--- config.mk ---
export PLATFORM = sky130hd
export DESIGN_NAME = hhc_front
export DESIGN_NICKNAME = d
export VERILOG_FILES = /design/src/hhc_pkg.sv /design/src/hhc_front.sv
export SDC_FILE = /design/constraint.sdc
export NUM_CORES = 1
export LEC_CHECK = 0
export BUFFER_PORTS_ARGS = -buffer_cell sky130_fd_sc_hd__buf_2
export CAP_MARGIN = 20
export CORE_MARGIN = 2
export CORE_UTILIZATION = 53
export CTS_CLUSTER_SIZE = 28
export DETAILED_ROUTE_END_ITERATION = 8
export HOLD_SLACK_MARGIN = 0.06
export PLACE_DENSITY = 0.8
export SETUP_SLACK_MARGIN = 0.4
export SYNTH_ARGS = -nofsm -noshare
export SYNTH_HDL_FRONTEND = slang
export SYNTH_SLANG_ARGS = --single-unit
--- constraint.sdc ---
create_clock -name clk -period 5.7 [get_ports clk]
set_input_delay 1.14 -clock clk [delete_from_list [all_inputs] [get_ports clk]]
set_output_delay 1.14 -clock clk [all_outputs]
set_load 0.1 [all_outputs]
--- src/hhc_pkg.sv ---
// Shared types and constants for the header checker.
// Used by the front, the queue, the back and the top level; no dependencies.
`timescale 1ns / 1ps

package hhc_pkg;

	localparam int MAX_CODE_LENGTH_DEF = 15;
	localparam int SYMBOL_COUNT_DEF    = 256;
	localparam int QUEUE_DEPTH         = 2;
	localparam int KRAFT_W             = 24;
	localparam int CFG_INDEX_W         = 2;
	localparam int CFG_DATA_W          = 32;

	localparam logic [CFG_INDEX_W-1:0] CFG_MAGIC_WORD = 2'd0;
	localparam logic [CFG_INDEX_W-1:0] CFG_KNOWN_MASK = 2'd1;
	localparam logic [CFG_INDEX_W-1:0] CFG_RAW_MASK   = 2'd2;

	localparam logic [31:0] MAGIC_RESET      = 32'd1935767411;
	localparam logic [7:0]  KNOWN_MASK_RESET = 8'd1;
	localparam logic [7:0]  RAW_MASK_RESET   = 8'd1;

	localparam logic KIND_ENTRY   = 1'b0;
	localparam logic KIND_VERDICT = 1'b1;

	typedef enum logic [2:0] {
		ERR_NONE       = 3'd0,
		ERR_SHORT      = 3'd1,
		ERR_MAGIC      = 3'd2,
		ERR_FLAG       = 3'd3,
		ERR_LENGTHS    = 3'd4,
		ERR_RAW_CODES  = 3'd5,
		ERR_NO_CODES   = 3'd6
	} err_t;

	// What one input item asks the back part to deliver.
	typedef struct packed {
		logic        has_entry;
		logic [7:0]  entry_index;
		logic [7:0]  entry_length;
		logic        has_verdict;
		logic        ok;
		err_t        err;
		logic [7:0]  flags;
		logic [63:0] olen;
		logic [31:0] crc;
	} job_t;

endpackage

--- src/hhc_front.sv ---
// Front part of the header checker: accepts bytes, tracks the header parse
// and turns each item into a job for the back part. Depends on hhc_pkg.
`timescale 1ns / 1ps

module hhc_front #(
	parameter int MAX_CODE_LENGTH = hhc_pkg::MAX_CODE_LENGTH_DEF,
	parameter int SYMBOL_COUNT    = hhc_pkg::SYMBOL_COUNT_DEF
) (
	input  logic                             clk,
	input  logic                             arst_n,
	input  logic                             cfg_write,
	input  logic [hhc_pkg::CFG_INDEX_W-1:0]  cfg_index,
	input  logic [hhc_pkg::CFG_DATA_W-1:0]   cfg_data,
	input  logic                             in_valid,
	input  logic                             queue_full,
	input  logic [7:0]                       byte_value,
	input  logic                             end_of_data,
	output logic                             push,
	output hhc_pkg::job_t                    job
);

	localparam int HDR   = 17 + SYMBOL_COUNT;
	localparam int POS_W = $clog2(HDR + 1);
	localparam int KW    = hhc_pkg::KRAFT_W;
	localparam logic [KW-1:0] KRAFT_LIMIT = KW'(1) << MAX_CODE_LENGTH;

	logic [31:0]      magic_q;
	logic [7:0]       known_q;
	logic [7:0]       raw_q;

	logic [POS_W-1:0] pos_q, pos_n;
	logic             mm_q, mm_n;
	logic [7:0]       flag_q, flag_n;
	logic [63:0]      len_q, len_n;
	logic [31:0]      crc_q, crc_n;
	logic [KW-1:0]    kraft_q, kraft_n;
	logic             long_q, long_n;
	logic             any_q, any_n;
	logic             vg_q, vg_n;

	logic             take;
	logic [POS_W-1:0] rel;
	logic [4:0]       shamt;
	logic [KW:0]      ksum;
	hhc_pkg::err_t    verdict;

	assign take = in_valid && !queue_full;
	assign push = take && (job.has_entry || job.has_verdict);

	always_ff @(posedge clk or negedge arst_n) begin
		if (!arst_n) begin
			magic_q <= hhc_pkg::MAGIC_RESET;
			known_q <= hhc_pkg::KNOWN_MASK_RESET;
			raw_q   <= hhc_pkg::RAW_MASK_RESET;
		end else if (cfg_write) begin
			unique case (cfg_index)
				hhc_pkg::CFG_MAGIC_WORD: magic_q <= cfg_data;
				hhc_pkg::CFG_KNOWN_MASK: known_q <= cfg_data[7:0];
				hhc_pkg::CFG_RAW_MASK:   raw_q   <= cfg_data[7:0];
				default: ;
			endcase
		end
	end

	always_comb begin
		pos_n   = pos_q;
		mm_n    = mm_q;
		flag_n  = flag_q;
		len_n   = len_q;
		crc_n   = crc_q;
		kraft_n = kraft_q;
		long_n  = long_q;
		any_n   = any_q;
		vg_n    = vg_q;
		job     = '0;
		rel     = '0;
		shamt   = 5'(8'(MAX_CODE_LENGTH) - byte_value);
		ksum    = {1'b0, kraft_q} + {1'b0, KW'(1) << shamt};
		verdict = hhc_pkg::ERR_NONE;

		if (pos_q < POS_W'(HDR)) begin
			if (pos_q < POS_W'(4)) begin
				if (magic_q[{pos_q[1:0], 3'b000} +: 8] != byte_value) begin
					mm_n = 1'b0;
				end
			end else if (pos_q == POS_W'(4)) begin
				flag_n = byte_value;
			end else if (pos_q < POS_W'(13)) begin
				// Each slot is written once per buffer, so a plain write equals the OR.
				rel = pos_q - POS_W'(5);
				len_n[{rel[2:0], 3'b000} +: 8] = byte_value;
			end else if (pos_q < POS_W'(17)) begin
				rel = pos_q - POS_W'(13);
				crc_n[{rel[1:0], 3'b000} +: 8] = byte_value;
			end else begin
				rel = pos_q - POS_W'(17);
				job.has_entry    = 1'b1;
				job.entry_index  = 8'(rel);
				job.entry_length = byte_value;
				if (byte_value != 8'd0) begin
					any_n = 1'b1;
					if (byte_value > 8'(MAX_CODE_LENGTH)) begin
						long_n = 1'b1;
					end else begin
						kraft_n = ksum[KW] ? '1 : ksum[KW-1:0];
					end
				end
			end
			pos_n = pos_q + POS_W'(1);

			if (pos_n == POS_W'(HDR)) begin
				if (!mm_n) begin
					verdict = hhc_pkg::ERR_MAGIC;
				end else if ((flag_n & ~known_q) != 8'd0) begin
					verdict = hhc_pkg::ERR_FLAG;
				end else if (long_n || kraft_n > KRAFT_LIMIT) begin
					verdict = hhc_pkg::ERR_LENGTHS;
				end else if ((flag_n & raw_q) != 8'd0) begin
					verdict = any_n ? hhc_pkg::ERR_RAW_CODES : hhc_pkg::ERR_NONE;
				end else if (len_n != 64'd0 && !any_n) begin
					verdict = hhc_pkg::ERR_NO_CODES;
				end
				job.has_verdict = 1'b1;
				job.ok          = (verdict == hhc_pkg::ERR_NONE);
				job.err         = verdict;
				job.flags       = flag_n;
				job.olen        = len_n;
				job.crc         = crc_n;
				vg_n            = 1'b1;
			end
		end

		if (end_of_data) begin
			if (!vg_n) begin
				job.has_verdict = 1'b1;
				job.ok          = 1'b0;
				job.err         = hhc_pkg::ERR_SHORT;
				job.flags       = '0;
				job.olen        = '0;
				job.crc         = '0;
			end
			pos_n   = '0;
			mm_n    = 1'b1;
			flag_n  = '0;
			len_n   = '0;
			crc_n   = '0;
			kraft_n = '0;
			long_n  = 1'b0;
			any_n   = 1'b0;
			vg_n    = 1'b0;
		end
	end

	always_ff @(posedge clk or negedge arst_n) begin
		if (!arst_n) begin
			pos_q   <= '0;
			mm_q    <= 1'b1;
			flag_q  <= '0;
			len_q   <= '0;
			crc_q   <= '0;
			kraft_q <= '0;
			long_q  <= 1'b0;
			any_q   <= 1'b0;
			vg_q    <= 1'b0;
		end else if (take) begin
			pos_q   <= pos_n;
			mm_q    <= mm_n;
			flag_q  <= flag_n;
			len_q   <= len_n;
			crc_q   <= crc_n;
			kraft_q <= kraft_n;
			long_q  <= long_n;
			any_q   <= any_n;
			vg_q    <= vg_n;
		end
	end

endmodule

==> results.txt <==
* First-pass GRT wire length: 66.2 mm
- Post-route fraction of the period consumed by the critical path: 1.02
- Proportion of layout cells with a drive suffix above 1: 0.329
* Kind of critical path: primary input to primary output
- Layer with the highest usage after global routing: met2
- Total standard cell area after synthesis: ~12000 um2
- In this run the clock root is driven by a clkbuf_16.
- At the end of the flow, the number of nets in the layout was approximately 1.8k.
* Total of flip-flops plus latches after synthesis: about 190
- Slew at the pin closest to its max-slew limit: slightly above 1 ns
- Clock buffer count from CTS: 17
- TritonCTS clock tree: done
* Die boundary height: between 150 and 200 um
- In the synthesized netlist the async set-or-reset flop fraction comes to 1.00.
- Of the total synthesized cell area, the portion taken by XOR and XNOR cells is 0.0243.
- Unrepaired setup endpoints after global routing: true
* Count of vias placed by the detailed router: ~13k
- Clock period minus worst slack: 5.84 ns
* Number of top-level pins: 175
- Count of flip-flops with a built-in enable after synthesis: 0
* Drt first pass iters: 6
- Number of buffers inserted by port buffering: 174
- The floorplan step defined a die boundary enclosing about 24000 um2.
- In this run the tightest slew margin relative to its limit is 0.303.
- Leaving out filler cells and counting taps, the final layout contains between 2k and 2.5k.
- Entering global routing, the biggest net connects 105 pins.
- Post-route antenna net violation count: 0
- Fraction of the mapped netlist area in simple logic gates: 0.222
* Worst path required time: between 4 and 5 ns
- Power after layout: roughly 3.3 mW
- Final wirelength: 42.9 mm
- Routed length per placed instance: 21.0 um
- The tightest min-delay check is of the flop to flop type.
- Die extent in x: 156 um
- At the later pin of the worst-skew pair, clock insertion delay measures approximately 0.44 ns.
- Met1 routing resource usage after global routing: 0.457
- Dividing the synthesized area by the synthesized cell count gives approximately 8.2 um2.
- Based on the critical path, the design can be clocked at up to ~170 MHz.
* Number of antenna violations at the first check in global routing: 2
- Standard-cell rows: 55
- Detailed-placement wirelength estimate: between 20 and 30 mm
- Dividing total power by cell area gives a power density of approximately 200 nW/um2.
* Worst-path maximum fanout: 8
- Iteration-0 DRC Markers: 1771
* Synthesized instance count: approximately 1.5k
- Among all flip-flop cells after synthesis, the most frequent one is dfrtp_1.
* Max Slew Vio Count: 0
- Of the synthesized area, sequential elements account for 0.388.
- Via-to-Cell Ratio: around 6.4
- Num Clock Sinks: 189
* Clock-pin slew on the worst setup and hold paths: around 0.07 ns
- After floorplanning, the core was sized to cover between 20000 and 25000 um2.
- In this run the deepest clock path goes through 2 buffers.
* Synthesized net count: 1576
- The portion of synthesized area spent on multiplexers is 0.0794.
- Overall fraction of global-route tracks in use: 0.344
- Hold buffer count at CTS: 0
- Data arrival at the endpoint of the critical path: 4.70 ns
* Finish-stage setup viols: 4
* Global placer's final weighted congestion: 0.972
- Violated checks: negative setup slack
- Max-cap violations in this run came to 0.
- Met2 GRT Util: 0.540
- Initial Util: 0.541
* H-tree lvl count: 4
* Worst setup margin: -0.142 ns
- Worst slack, placed: -0.450 ns
- Vias in the first global route: between 10k and 15k
* Run status: finished, violations left
- Of the total synthesized cell area, the portion taken by full adders, half adders and majority gates is 0.0343.
- Met3 usage in global routing: 0.0775
* Main combinational cell family by area after synthesis: simple AND/OR/NAND/NOR gates
- Post-placement cell count: around 2.0k
- Category of the worst setup path capture point: primary output
- IR drop worst, VDD: 250 uV
- Clock Skews: between 0.007 and 0.008 ns
* N_diodes: 0
* Drc violations: 0
* Setup crit start kind: primary input
- Syn. warnings: 0
* Lkg Pwr: 7.20 nW
- Total global routing overflow: 0
* Number of distinct standard cells referenced by the synthesized netlist: 74
* Final hold violation count: 0
- Complex-gate fraction of the synthesized area: 0.208
- Area growth from synthesis to layout: 35.8%
-- routing by layer --
layer	part of all wire	wire length, um
met3	0.11	4590
met5	0.00063	27
met2	0.46	19900
met1	0.38	16400
met4	0.046	1990
-- layout by cell type (no fill, tap or decap), types with 6 or more instances in the layout --
cell type and count:
o211ai_1 8, mux2_2 50, o22ai_1 11, ha_1 28
a32o_1 12, o41ai_1 6, buf_6 13, nor2_1 202
nor2_2 27, a21oi_2 16, mux4_2 8, clkbuf_16 18
nor3_1 46, nand2_1 204, dfrtp_1 167, nand2b_1 6
nor4_1 10, a22o_1 28, and3_1 16, mux2i_1 23
inv_1 28, a31oi_1 6, dfstp_2 22, nor2b_1 6
nand3_1 18, a21oi_4 9, xnor2_1 22, o21ai_2 6
a21oi_1 116, buf_2 108, o21ai_0 118, buf_12 64
nand4_1 24, buf_4 148, xor2_1 10, a21o_1 6
-- kinds of logic (layout without fill, tap and decap cells) --
group	after synthesis	after routing
AOI/OAI and AO/OA	408	408
muxes	81	81
adders and majority gates	33	33
buffers and inverters	133	399
DFF	189	189
and+or+nand+nor	617	617
xor gates and xnor gates	34	34
-- layout make-up --
cell class	instances	area, um2
Multi-Input combinational cell	1173	7650
Fill cell	1538	6000
Sequential cell	189	4760
Timing Repair Buffer	338	3170
Clock buffer	20	478
Tap cell	285	357
Clock inverter	12	125
Inverter	29	109
-- synth_stat cells (7+ instances only) --
| cell | number | share of area |
|---|---|---|
| a211oi_1 | 8 | 0.0049 |
| a21oi_1 | 139 | 0.057 |
| a22o_1 | 28 | 0.020 |
| a31oi_1 | 8 | 0.0041 |
| a32o_1 | 12 | 0.0098 |
| and3_1 | 16 | 0.0082 |
| buf_1 | 9 | 0.0028 |
| clkbuf_1 | 86 | 0.026 |
| dfrtp_1 | 167 | 0.34 |
| dfstp_2 | 22 | 0.047 |
| ha_1 | 32 | 0.033 |
| inv_1 | 29 | 0.0089 |
| mux2_2 | 50 | 0.046 |
| mux2i_1 | 23 | 0.019 |
| mux4_2 | 8 | 0.015 |
| nand2_1 | 208 | 0.064 |
| nand2b_1 | 7 | 0.0036 |
| nand3_1 | 20 | 0.0082 |
| nand4_1 | 24 | 0.012 |
| nor2_1 | 233 | 0.071 |
| nor2b_1 | 7 | 0.0036 |
| nor3_1 | 49 | 0.020 |
| nor4_1 | 11 | 0.0056 |
| o211ai_1 | 8 | 0.0049 |
| o21ai_0 | 124 | 0.051 |
| o22ai_1 | 11 | 0.0056 |
| xnor2_1 | 23 | 0.016 |
| xor2_1 | 11 | 0.0079 |
-- worst paths after layout --
check	endpoint	slack (ns)	from	cells past startpoint
max	job[104]	-0.14	byte_value[1]	20
min	len_q[46]$_DFFE_PN0P_	0.49	len_q[46]$_DFFE_PN0P_	2
max reg2reg	crc_q[30]$_DFFE_PN0P_	2.15	pos_q[0]$_DFFE_PN0P_	7
min reg2reg	len_q[46]$_DFFE_PN0P_	0.49	len_q[46]$_DFFE_PN0P_	2
max in group asynchronous	flag_q[4]$_DFFE_PN0P_	3.90	arst_n	2
min in group asynchronous	len_q[11]$_DFFE_PN0P_	0.74	arst_n	1
-- report_power, final --
group	switching, mW	total [mW]	internal [mW]
logic	0.402	0.628	0.226
registers	0.0442	1.48	1.43
clock network	0.563	1.23	0.665
-- stage by stage --
step / setup TNS, ns / util / area (um2) / hold slack, ns
after floorplan: -1.25 / - / 12500 / 0.449
final: -0.398 / 0.735 / 16600 / 0.486
after detailed placement: -1.46 / 0.675 / 15300 / 0.471
after global routing: -0.700 / 0.735 / 16600 / 0.499
after CTS: -0.273 / 0.712 / 16100 / 0.486
after global placement: -1.29 / 0.675 / 15300 / 0.461
-- worst max-delay path: stages --
cell       delay [ns]
buf_8            0.11
buf_4            0.17
nand3b_1         0.18
nor2_1           0.08
ha_1             0.35
o211ai_1         0.14
o211ai_1         0.25
buf_4            0.23
a21oi_4          0.08
buf_4            0.16
nand2_1          0.07
a21boi_1         0.10
a2111oi_4        0.30
nand4_1          0.21
o41ai_4          0.40
buf_4            0.18
a311oi_2         0.10
buf_4            0.17
nor2_4           0.09
buf_12           0.18
-- flip-flops by register name, indices dropped and copies added, names as in the netlist --
name,cells
mm_q,1
crc_q,32
any_q,1
kraft_q,24
long_q,1
raw_q,8
pos_q,9
known_q,8
vg_q,1
magic_q,32
len_q,64
flag_q,8
-- what timing repair did --
item	4_1_cts	5_1_grt
resized for setup	50	73
pin swaps	25	46
buffers inserted	4	15
endpoints found under the setup margin	4	4
No activity file was read; power rests on OpenSTA's default activity.
